`src/hdl/bpq_pkg.sv`:
```
// Shared types and codes for the bounded priority queue.
`timescale 1ns / 1ps

package bpq_pkg;

  // Width of the value and priority fields
  localparam int unsigned DataW = 32;
  // Width of the fill field on the result channel
  localparam int unsigned FillW = 4;

  // Operation codes on the input channel
  typedef enum logic [1:0] {
    OP_INSERT = 2'd0,
    OP_DELETE = 2'd1,
    OP_PEEK   = 2'd2,
    OP_LIST   = 2'd3
  } op_e;

  // Result status codes
  typedef enum logic [1:0] {
    ST_OK    = 2'd0,
    ST_FULL  = 2'd1,
    ST_EMPTY = 2'd2
  } status_e;

  // One stored entry
  typedef struct packed {
    logic signed [DataW-1:0] value;
    logic signed [DataW-1:0] prio;
  } entry_t;

  // Per-cell control from the queue controller
  typedef struct packed {
    logic ins;       // insert shifts the chain this cycle
    logic occupied;  // cell lies below the occupancy
  } cell_ctrl_t;

endpackage

```
`src/hdl/bpq_cell.sv`:
```
// One cell of the sorted chain: holds an entry, keeps, loads new or takes its lower neighbor.
`timescale 1ns / 1ps

module bpq_cell (
  input  logic                clk_i,
  input  bpq_pkg::cell_ctrl_t ctrl_i,
  input  bpq_pkg::entry_t     new_i,
  input  bpq_pkg::entry_t     prev_i,
  input  logic                prev_lt_i,
  output bpq_pkg::entry_t     entry_o,
  output logic                lt_o
);

  bpq_pkg::entry_t entry_q;

  // Held entry ranks strictly below the incoming one; equal priority moves up
  assign lt_o    = ctrl_i.occupied && (entry_q.prio < new_i.prio);
  assign entry_o = entry_q;

  // Keep when below the insert point, load at the point, shift up above it
  always_ff @(posedge clk_i) begin
    if (ctrl_i.ins && !lt_o) begin
      entry_q <= prev_lt_i ? new_i : prev_i;
    end
  end

endmodule

```
`src/hdl/bounded_priority_queue.sv`:
```
// Top level: bounded priority queue built as a sorted chain of cells.
`timescale 1ns / 1ps

//  channel | signals                                     | direction
//  --------+---------------------------------------------+-----------
//  in      | in_valid_i, in_stall_o, op_i, value_i, prio_i | item in
//  out     | out_valid_o, out_stall_i, status_o,          | item out
//          | out_value_o, out_prio_o, fill_o, last_o      |
//
// Insert, delete and peek each give one result item; the chain compares and shifts all
// cells in parallel. A list emits one item per cycle for each held entry while the
// output is not stalled, and no input is taken until its last item is registered.
// Reset clears the occupancy and output valid; cell contents are not reset.
// A stalled output item holds in the output register; the next input is taken
// in the same cycle that register drains.

module bounded_priority_queue #(
  parameter int unsigned CAPACITY = 8
) (
  input  logic                               clk_i,
  input  logic                               rst_ni,
  input  logic                               in_valid_i,
  output logic                               in_stall_o,
  input  logic [1:0]                         op_i,
  input  logic signed [bpq_pkg::DataW-1:0]   value_i,
  input  logic signed [bpq_pkg::DataW-1:0]   prio_i,
  output logic                               out_valid_o,
  input  logic                               out_stall_i,
  output logic [1:0]                         status_o,
  output logic signed [bpq_pkg::DataW-1:0]   out_value_o,
  output logic signed [bpq_pkg::DataW-1:0]   out_prio_o,
  output logic [bpq_pkg::FillW-1:0]          fill_o,
  output logic                               last_o
);

  localparam int unsigned OccW = $clog2(CAPACITY + 1);
  localparam int unsigned IdxW = (CAPACITY > 1) ? $clog2(CAPACITY) : 1;

  logic [OccW-1:0] occ_q, occ_d;
  logic            listing_q, listing_d;
  logic [IdxW-1:0] idx_q, idx_d;

  logic                  out_valid_q, out_valid_d;
  bpq_pkg::status_e      status_q, status_d;
  bpq_pkg::entry_t       res_q, res_d;
  logic [OccW-1:0]       res_fill_q, res_fill_d;
  logic                  last_q, last_d;

  logic            slot_free, in_acc, full, empty, ins_en, list_last, emit;
  logic [OccW-1:0] occ_m1;
  logic [IdxW-1:0] rd_idx;
  bpq_pkg::op_e    op;
  bpq_pkg::entry_t new_entry, rd_entry;
  logic [OccW+bpq_pkg::FillW-1:0] fill_wide;

  bpq_pkg::entry_t    cell_entry [CAPACITY];
  logic [CAPACITY-1:0] cell_lt;

  // Handshake and status terms
  assign slot_free  = !out_valid_q || !out_stall_i;
  assign in_stall_o = listing_q || !slot_free;
  assign in_acc     = in_valid_i && !in_stall_o;
  assign op         = bpq_pkg::op_e'(op_i);
  assign full       = (occ_q == OccW'(CAPACITY));
  assign empty      = (occ_q == '0);
  assign ins_en     = in_acc && (op == bpq_pkg::OP_INSERT) && !full;
  assign new_entry  = '{value: value_i, prio: prio_i};

  // Read port: list walks up from cell 0, otherwise the top held cell
  assign occ_m1    = occ_q - OccW'(1);
  assign rd_idx    = listing_q ? idx_q : occ_m1[IdxW-1:0];
  assign rd_entry  = cell_entry[rd_idx];
  assign list_last = (OccW'(idx_q) + OccW'(1)) == occ_q;
  assign emit      = listing_q && slot_free;

  // Cell chain
  for (genvar i = 0; i < CAPACITY; i++) begin : g_cell
    bpq_pkg::cell_ctrl_t ctrl;
    bpq_pkg::entry_t     prev_entry;
    logic                prev_lt;

    assign ctrl.ins      = ins_en;
    assign ctrl.occupied = occ_q > OccW'(i);

    if (i == 0) begin : g_first
      assign prev_entry = new_entry;
      assign prev_lt    = 1'b1;
    end else begin : g_rest
      assign prev_entry = cell_entry[i-1];
      assign prev_lt    = cell_lt[i-1];
    end

    bpq_cell u_cell (
      .clk_i     (clk_i),
      .ctrl_i    (ctrl),
      .new_i     (new_entry),
      .prev_i    (prev_entry),
      .prev_lt_i (prev_lt),
      .entry_o   (cell_entry[i]),
      .lt_o      (cell_lt[i])
    );
  end

  // Controller next state and result register
  always_comb begin
    occ_d       = occ_q;
    listing_d   = listing_q;
    idx_d       = idx_q;
    out_valid_d = out_valid_q && out_stall_i;
    status_d    = status_q;
    res_d       = res_q;
    res_fill_d  = res_fill_q;
    last_d      = last_q;

    if (in_acc) begin
      out_valid_d = 1'b1;
      status_d    = bpq_pkg::ST_OK;
      res_d       = '0;
      last_d      = 1'b1;
      unique case (op)
        bpq_pkg::OP_INSERT: begin
          if (full) begin
            status_d = bpq_pkg::ST_FULL;
          end else begin
            occ_d = occ_q + OccW'(1);
          end
        end
        bpq_pkg::OP_DELETE: begin
          if (empty) begin
            status_d = bpq_pkg::ST_EMPTY;
          end else begin
            occ_d = occ_m1;
            res_d = rd_entry;
          end
        end
        bpq_pkg::OP_PEEK: begin
          if (empty) begin
            status_d = bpq_pkg::ST_EMPTY;
          end else begin
            res_d = rd_entry;
          end
        end
        bpq_pkg::OP_LIST: begin
          if (empty) begin
            status_d = bpq_pkg::ST_EMPTY;
          end else begin
            out_valid_d = 1'b0;
            listing_d   = 1'b1;
            idx_d       = '0;
          end
        end
        default: begin
          status_d = bpq_pkg::ST_OK;
        end
      endcase
      res_fill_d = occ_d;
    end else if (emit) begin
      out_valid_d = 1'b1;
      status_d    = bpq_pkg::ST_OK;
      res_d       = rd_entry;
      res_fill_d  = occ_q;
      last_d      = list_last;
      idx_d       = idx_q + IdxW'(1);
      if (list_last) begin
        listing_d = 1'b0;
      end
    end
  end

  // Control registers
  always_ff @(posedge clk_i or negedge rst_ni) begin
    if (!rst_ni) begin
      occ_q       <= '0;
      listing_q   <= 1'b0;
      idx_q       <= '0;
      out_valid_q <= 1'b0;
    end else begin
      occ_q       <= occ_d;
      listing_q   <= listing_d;
      idx_q       <= idx_d;
      out_valid_q <= out_valid_d;
    end
  end

  // Result payload registers
  always_ff @(posedge clk_i) begin
    status_q   <= status_d;
    res_q      <= res_d;
    res_fill_q <= res_fill_d;
    last_q     <= last_d;
  end

  // Outputs; fill is the occupancy masked to the field width
  assign fill_wide   = {{bpq_pkg::FillW{1'b0}}, res_fill_q};
  assign out_valid_o = out_valid_q;
  assign status_o    = status_q;
  assign out_value_o = res_q.value;
  assign out_prio_o  = res_q.prio;
  assign fill_o      = fill_wide[bpq_pkg::FillW-1:0];
  assign last_o      = last_q;

  // Occupancy never exceeds the capacity
  a_occ_bound: assert property (@(posedge clk_i) disable iff (!rst_ni)
    occ_q <= OccW'(CAPACITY))
    else $error("occupancy above capacity");

  // A list in progress blocks new input
  a_list_blocks: assert property (@(posedge clk_i) disable iff (!rst_ni)
    listing_q |-> in_stall_o)
    else $error("input taken during list");

  // The final listed item ends the list
  a_list_end: assert property (@(posedge clk_i) disable iff (!rst_ni)
    (emit && list_last) |=> (!listing_q && last_o && out_valid_o))
    else $error("list did not end on its last item");

  // A successful insert grows the occupancy by one
  a_ins_grow: assert property (@(posedge clk_i) disable iff (!rst_ni)
    ins_en |=> (occ_q == $past(occ_q) + OccW'(1)))
    else $error("insert did not grow occupancy");

  // The list never changes the occupancy
  a_list_occ: assert property (@(posedge clk_i) disable iff (!rst_ni)
    listing_q |=> $stable(occ_q))
    else $error("occupancy changed during list");

endmodule
```
`config.mk`:
```
export PLATFORM = sky130hd
export DESIGN_NAME = bounded_priority_queue
export DESIGN_NICKNAME = d
export VERILOG_FILES = /design/src/hdl/bpq_pkg.sv /design/src/hdl/bpq_cell.sv /design/src/hdl/bounded_priority_queue.sv
export SDC_FILE = /design/constraint.sdc
export NUM_CORES = 1
export LEC_CHECK = 0
export ABC_AREA = 1
export BUFFER_PORTS_ARGS = -buffer_cell sky130_fd_sc_hd__clkbuf_2
export CORE_UTILIZATION = 40
export DETAILED_ROUTE_END_ITERATION = 8
export PLACE_DENSITY = 0.63
export SLEW_MARGIN = 25
export SYNTH_ARGS = -nofsm -noshare
export SYNTH_HDL_FRONTEND = slang
export SYNTH_SLANG_ARGS = --single-unit
```
`constraint.sdc`:
```
create_clock -name clk_i -period 12 [get_ports clk_i]
set_input_delay 2.4 -clock clk_i [delete_from_list [all_inputs] [get_ports clk_i]]
set_output_delay 2.4 -clock clk_i [all_outputs]
set_load 0.01 [all_outputs]
```
==> results of run 1 <==
==> final cells by class <==
cell class | instances | area share (%)
Antenna cell | 3 | 0.0192
Sequential cell | 592 | 45.4
Clock buffer | 96 | 4.97
Inverter | 129 | 1.28
Multi-Input combinational cell | 3026 | 41.4
Tap cell | 1165 | 3.73
Clock inverter | 25 | 0.483
Timing Repair Buffer | 188 | 2.73
==> kinds of logic after synthesis <==
| group | after synthesis | share of synthesized area, % |
|---|---|---|
| and+or+nand+nor | 2132 | 26.0 |
| AOI/OAI and AO/OA | 631 | 9.46 |
| DFF | 592 | 49.7 |
| buffers and inverters | 461 | 5.71 |
| adders and majority gates | 257 | 9.02 |
| xor gates and xnor gates | 6 | 0.147 |
==> layer usage <==
layer | vias up | wire [um] | global-route usage [%]
met4 | 10 | 5050 | 12.0
met1 | 15081 | 51500 | 37.5
met2 | 1946 | 57400 | 43.6
li1 | 14367 | - | -
met5 | - | 67 | 0
met3 | 324 | 14600 | 6.46
==> cells in the final DEF, fill, tap and decap left out, types with 2 or more instances in the layout <==
cell,synthesis,layout
nand2_4,0,2
ha_1,257,257
o21ai_4,0,4
edfxtp_1,582,582
clkinv_8,0,2
xnor2_1,2,2
nor2_1,450,449
xor2_1,4,4
nand3_1,39,27
nor3_1,16,16
nand2_1,1154,1146
nand2_2,4,9
diode_2,0,3
inv_2,4,4
a21oi_1,122,122
clkinv_1,1,13
o21ai_1,24,22
clkbuf_16,0,73
nand3_4,0,14
clkbuf_8,0,3
a31oi_1,67,67
buf_4,20,45
dfrtp_1,9,9
o21a_1,6,6
o211ai_1,7,7
and2_4,0,4
o22ai_1,67,67
inv_1,124,118
clkbuf_2,0,142
o21ai_0,333,331
nand4_1,462,462
bufinv_16,0,2
clkinv_2,0,11
clkbuf_1,168,20
==> state kept, by name, indices dropped and copies added (netlist names) <==
register	cells
g_cell.u_cell.entry_o	512
out_prio_o	32
out_value_o	32
fill_o	4
occ_q	4
idx_q	3
status_o	2
last_o	1
listing_q	1
out_valid_o	1
==> worst reg2reg max path, stage by stage, from the launching register on <==
cell      delay (ns)
edfxtp_1        0.46
ha_1            0.32
a21oi_1         0.15
o21ai_0         0.12
nand2_1         0.08
nand3_1         0.10
a21oi_1         0.29
nand3_4         0.78
nand3_4         1.27
nand2_1         0.18
clkinv_2        0.36
buf_4           0.72
==> cell usage after synthesis <==
cell | n | area (um^2)
nand2_1 | 1154 | 4330
edfxtp_1 | 582 | 17500
nand4_1 | 462 | 2890
nor2_1 | 450 | 1690
o21ai_0 | 333 | 1670
ha_1 | 257 | 3220
clkbuf_1 | 168 | 631
inv_1 | 124 | 465
a21oi_1 | 122 | 611
buf_2 | 114 | 571
a31oi_1 | 67 | 419
o22ai_1 | 67 | 419
nand3_1 | 39 | 195
o21ai_1 | 24 | 120
buf_4 | 20 | 150
buf_1 | 18 | 67.6
nor3_1 | 16 | 80.1
buf_6 | 12 | 135
dfrtp_1 | 9 | 225
o211ai_1 | 7 | 52.6
o21a_1 | 6 | 45.0
and2_1 | 4 | 25.0
inv_2 | 4 | 15.0
nand2_2 | 4 | 25.0
xor2_1 | 4 | 35.0
nand3_2 | 2 | 20.0
xnor2_1 | 2 | 17.5
a211o_1 | 1 | 8.76
a21o_1 | 1 | 7.51
a22o_1 | 1 | 8.76
clkinv_1 | 1 | 3.75
dfxtp_1 | 1 | 20.0
nor4_1 | 1 | 6.26
o311ai_0 | 1 | 8.76
o31ai_1 | 1 | 7.51
==> power groups by stage <==
stage	clock network [mW]	registers [mW]	logic, mW
floorplan	0	2.81	2.12
global placement	0	2.77	3.34
detailed placement	0	2.77	3.35
CTS	2.07	2.73	3.37
global route	2.15	2.75	3.72
finish	2.06	2.73	3.44
==> metrics by stage <==
step / worst slack (ns) / hold slack [ns] / utilization (%) / cell area, um^2
2_1_floorplan: 4.97 / 0.507 / - / 35700
3_5_place_dp: 4.43 / 0.456 / 41.8 / 36900
3_3_place_gp: 4.50 / 0.460 / 41.8 / 36900
5_1_grt: 4.73 / 0.492 / 44.2 / 39100
4_1_cts: 5.08 / 0.473 / 44.2 / 39100
6_report: 4.95 / 0.468 / 44.2 / 39100
==> path summary, 6_finish.rpt <==
check                                                            start                                      to  slack, ns  depth (start not counted)
worst min register to register                     last_o$_SDFFE_PP1P_                     last_o$_SDFFE_PP1P_       0.47                          1
worst min-delay path                               last_o$_SDFFE_PP1P_                     last_o$_SDFFE_PP1P_       0.47                          1
worst max-delay path                                        prio_i[15]  g_cell[5].u_cell.entry_o[57]$_DFFE_PP_       4.95                         15
min in group asynchronous                                       rst_ni                   out_valid_o$_DFF_PN0_       1.62                          1
worst max register to register  g_cell[5].u_cell.entry_o[19]$_DFFE_PP_  g_cell[5].u_cell.entry_o[57]$_DFFE_PP_       6.76                         11
max in group asynchronous                                       rst_ni                    occ_q[3]$_DFFE_PN0P_      10.17                          1
==> results.tsv, run 1 <==
metric	value	unit
P_int	4.74	mW
Post-Syn Area	0.0357	mm^2
Die Span Y	301	um
initial core utilization	40.4	%
Worst-Margin Slew	1.20	ns
CTS buffer count	69	
Clock power frac	25.0	%
die area	0.0904	mm^2
synthesis-stage register bit count	592	
most used cell, CP	nand2_1	
routability cong.	0.920	
Pins Over Slew Limit	0	
Max-slew headroom	19.7	%
Final period util	58.8	%
Max-Cap Viols	0	
Seq/Total Area, Yosys	49.7	%
P_sw	3.49	mW
Avg Inst Size Synth	8.74	um^2
Top delay family on crit path	simple AND/OR/NAND/NOR gates	
CTS sink cnt	592	
kind of critical path	primary input to register	
CP Launch Type	primary input	
Leakage	16.3	nW
I/O Pins	143	
register area	0.0177	mm^2
Nets	4333	
Post-CTS Hold Buffers	0	
crit path max-delay cell type	nand3_4	
area of the multi-input gates	0.0162	mm^2
Placed Cells incl. Taps	5099	
post-DR wirelength/cell	24.6	um
Max stage delay on crit path	1.19	ns
Buf+Inv Stages, Crit Path	6	
CP cell instances	clkbuf_2 -> inv_1 -> ha_1 -> nand2_1 -> inv_1 -> nand3_1 -> inv_1 -> a21oi_1 -> nand2_1 -> nand2_1 -> nand3_4 -> nand3_4 -> nand2_1 -> clkinv_2 -> buf_4	
Area Growth Syn to Fin	9.57	%
Fin Setup TNS	0	ns
proportion of power drawn by combinational gates	41.8	%
GRT overflow	0	
Yosys warnings	0	
row cnt	109	
htree depth	3	
critical path data required time	12.25	ns
TritonRoute pass-1 iters	6	
number of global-route vias before repair	30309	
sequential fraction of design power	33.2	%
post-CTS setup buffers	0	
CTS tree	yes	
CP Max Fanout	65	
CTS clk-pin slew, worst paths	0.06	ns
critical path arrival	7.31	ns
status	complete, no violations	
fin cells	5224	
Post-route DRC	0	
Root Buffer	clkbuf_16	
Peak VDD IR	319	uV
core box area	0.0884	mm^2
initial antenna violation count	8	
final-report hold violation count	0	
Final setup viols	0	
DRT iter0 DRCs	3630	
HP Class	register to register	
die width	301	um
fillcell total	8634	
RSZ-0062 raised after global routing	false	
drt total wl	129000	um
Total GRT Usage	28.1	%
via count	31728	
Synth Net Count	4406	
Critical Path End Type	register	
global-route wire length before repair	192000	um
clk_lat worst skew	0.64	ns
CTS Buffer Depth	3	
dpl hpwl	74300	um
Synth cell types	35	
ratio of cells with drive above 1 in the final layout	7.96	%
post-DR vias/cell	6.07	
power per cell area	210	mW/mm^2
cell count after synthesis	4079	
clock skew	0.0209	ns
fmax	0.142	GHz
# resized after CTS	0	
Sw Share	42.4	%
Power, Total	8.22	mW
Final ANT Viol Nets	0	
Period minus WS final	7.05	ns
largest net degree at the start of global routing	122	
I/O Buffers	142	
No activity file was read; power rests on OpenSTA's default activity.
==> run 2: changes to the inputs <==
==> constraint.sdc (replaced) <==
create_clock -name clk_i -period 6.7 [get_ports clk_i]
set_input_delay 1.34 -clock clk_i [delete_from_list [all_inputs] [get_ports clk_i]]
set_output_delay 1.34 -clock clk_i [all_outputs]
set_load 0.01 [all_outputs]
==> run 2 against run 1 <==
  * Final area up 0.60%
  * Non-clock buffer count is 13 higher
  * Register-to-register slack worse by 4.2 ns
  * Utilization up 0.27 points
  * First-iteration DRC count up 21%
  * Clock-buffer cell count down 12
  * Highest routed layer unchanged
==> results.tsv, run 2 (synthesis gave the netlist of run 1 again) <==
metric	value	unit
status	complete, no violations	
Finished Core Util	44.5	%
via count	32523	
post-DR wirelength/cell	26.1	um
Power, Total	15.0	mW
TritonRoute pass-1 iters	6	
CTS buffer count	68	
final-report hold violation count	0	
Peak VDD IR	447	uV
I/O Pins	143	
Total GRT Usage	29.8	%
HP Class	register to register	
core box area	0.0884	mm^2
P_sw	6.47	mW
post-DR vias/cell	6.20	
I/O Buffers	142	
routability cong.	0.930	
Sw Share	43.1	%
Period minus WS final	4.74	ns
Area after DPL	0.0371	mm^2
Clock power frac	25.1	%
die area	0.0904	mm^2
Post-CTS Hold Buffers	0	
Critical Path End Type	register	
initial core utilization	40.4	%
row cnt	109	
fillcell total	8648	
Final setup viols	0	
Post-route DRC	0	
CTS clk-pin slew, worst paths	0.06	ns
Leakage	16.4	nW
drt total wl	137000	um
Fin Setup TNS	0	ns
ratio of cells with drive above 1 in the final layout	8.38	%
CP Max Fanout	30	
dpl hpwl	75600	um
CP Launch Type	primary input	
commonest non-fill, non-tap cell in the layout	nand2_1	
CTS sink cnt	592	
pre-CTS setup slack	1.46	ns
power per cell area	382	mW/mm^2
final instance area	0.0393	mm^2
worst setup margin	1.96	ns
DRT iter0 DRCs	4382	
global-route wire length before repair	202000	um
Final ANT Viol Nets	0	
Die Span Y	301	um
met1 WL	53200	um
GRT overflow	0	
most frequent cells in the layout	nand2_1 (1146), edfxtp_1 (582), nand4_1 (462), nor2_1 (449), o21ai_0 (331)	
WL met3	17800	um
critical path arrival	5.02	ns
Root Buffer	clkbuf_16	
Worst-Margin Slew	1.20	ns
die width	301	um
Nets	4345	
sequential fraction of design power	32.7	%
clock skew	0.0277	ns
# resized after CTS	0	
CTS Buffer Depth	3	
number of global-route vias before repair	30976	
Final period util	70.7	%
RSZ-0062 raised after global routing	false	
htree depth	3	
P_int	8.53	mW
Area Growth Syn to Fin	10.2	%
proportion of power drawn by combinational gates	42.2	%
max reg flops	512	
largest net degree at the start of global routing	151	
met2 WL	60500	um
Max-slew headroom	19.8	%
kind of critical path	primary input to register	
critical path data required time	6.98	ns
post-CTS setup buffers	0	
Top Metal Used	met5	
fmax	0.211	GHz
Max-Cap Viols	0	
initial antenna violation count	16	
clk_lat worst skew	0.64	ns
Pins Over Slew Limit	0	
CTS tree	yes	
run 2: final timing paths:
check                      slack (ns)                  from  depth (start not counted)                                     end
min reg2reg                      0.48   last_o$_SDFFE_PP1P_                          1                     last_o$_SDFFE_PP1P_
min in group asynchronous        0.56                rst_ni                          1                    idx_q[0]$_DFFE_PN0P_
max in group asynchronous        5.92                rst_ni                          1                    occ_q[3]$_DFFE_PN0P_
max                              1.96            prio_i[31]                         13  g_cell[3].u_cell.entry_o[63]$_DFFE_PP_
min                              0.48   last_o$_SDFFE_PP1P_                          1                     last_o$_SDFFE_PP1P_
max reg2reg                      2.60  occ_q[2]$_DFFE_PN0P_                          8  g_cell[4].u_cell.entry_o[53]$_DFFE_PP_
run 2: power groups by stage:
| stage | sequential [mW] | combinational (mW) | clock [mW] |
|---|---|---|---|
| after floorplan | 5.04 | 3.80 | 0 |
| after global placement | 4.99 | 6.04 | 0 |
| after detailed placement | 4.98 | 6.10 | 0 |
| after CTS | 4.91 | 6.12 | 3.79 |
| after global routing | 4.94 | 6.76 | 3.90 |
| final | 4.91 | 6.33 | 3.77 |
run 2: metrics by stage:
stage	std cells	hold slack [ns]
5_1_grt	5239	0.513
6_report	5242	0.478
2_1_floorplan	4079	0.507
4_1_cts	5231	0.484
3_3_place_gp	5110	0.452
3_5_place_dp	5110	0.464
run 2: area by class of cell:
class	instances	area, um^2	area share [%]
Inverter	129	499	1.27
Clock buffer	84	1890	4.80
Multi-Input combinational cell	3026	16200	41.2
Clock inverter	37	275	0.700
Timing Repair Buffer	201	1260	3.20
Antenna cell	8	20.0	0.0509
Tap cell	1165	1460	3.71
Sequential cell	592	17700	45.1
run 2: critical path, cell delays in order:
cell      delay (ns)
clkbuf_2        0.18
inv_1           0.19
ha_1            0.47
nand2_1         0.12
nor2_1          0.17
nand4_1         0.21
nor2_1          0.23
nand2_1         0.13
nand2_1         0.09
nand2_2         0.52
nand3_4         0.22
and2_4          0.61
buf_4           0.49
run 2: routing by layer:
layer / vias to the layer above / track usage, %
met2: 2270 / 45.7
met3: 379 / 6.75
li1: 14387 / -
met4: 16 / 12.3
met1: 15471 / 40.5
met5: - / 0
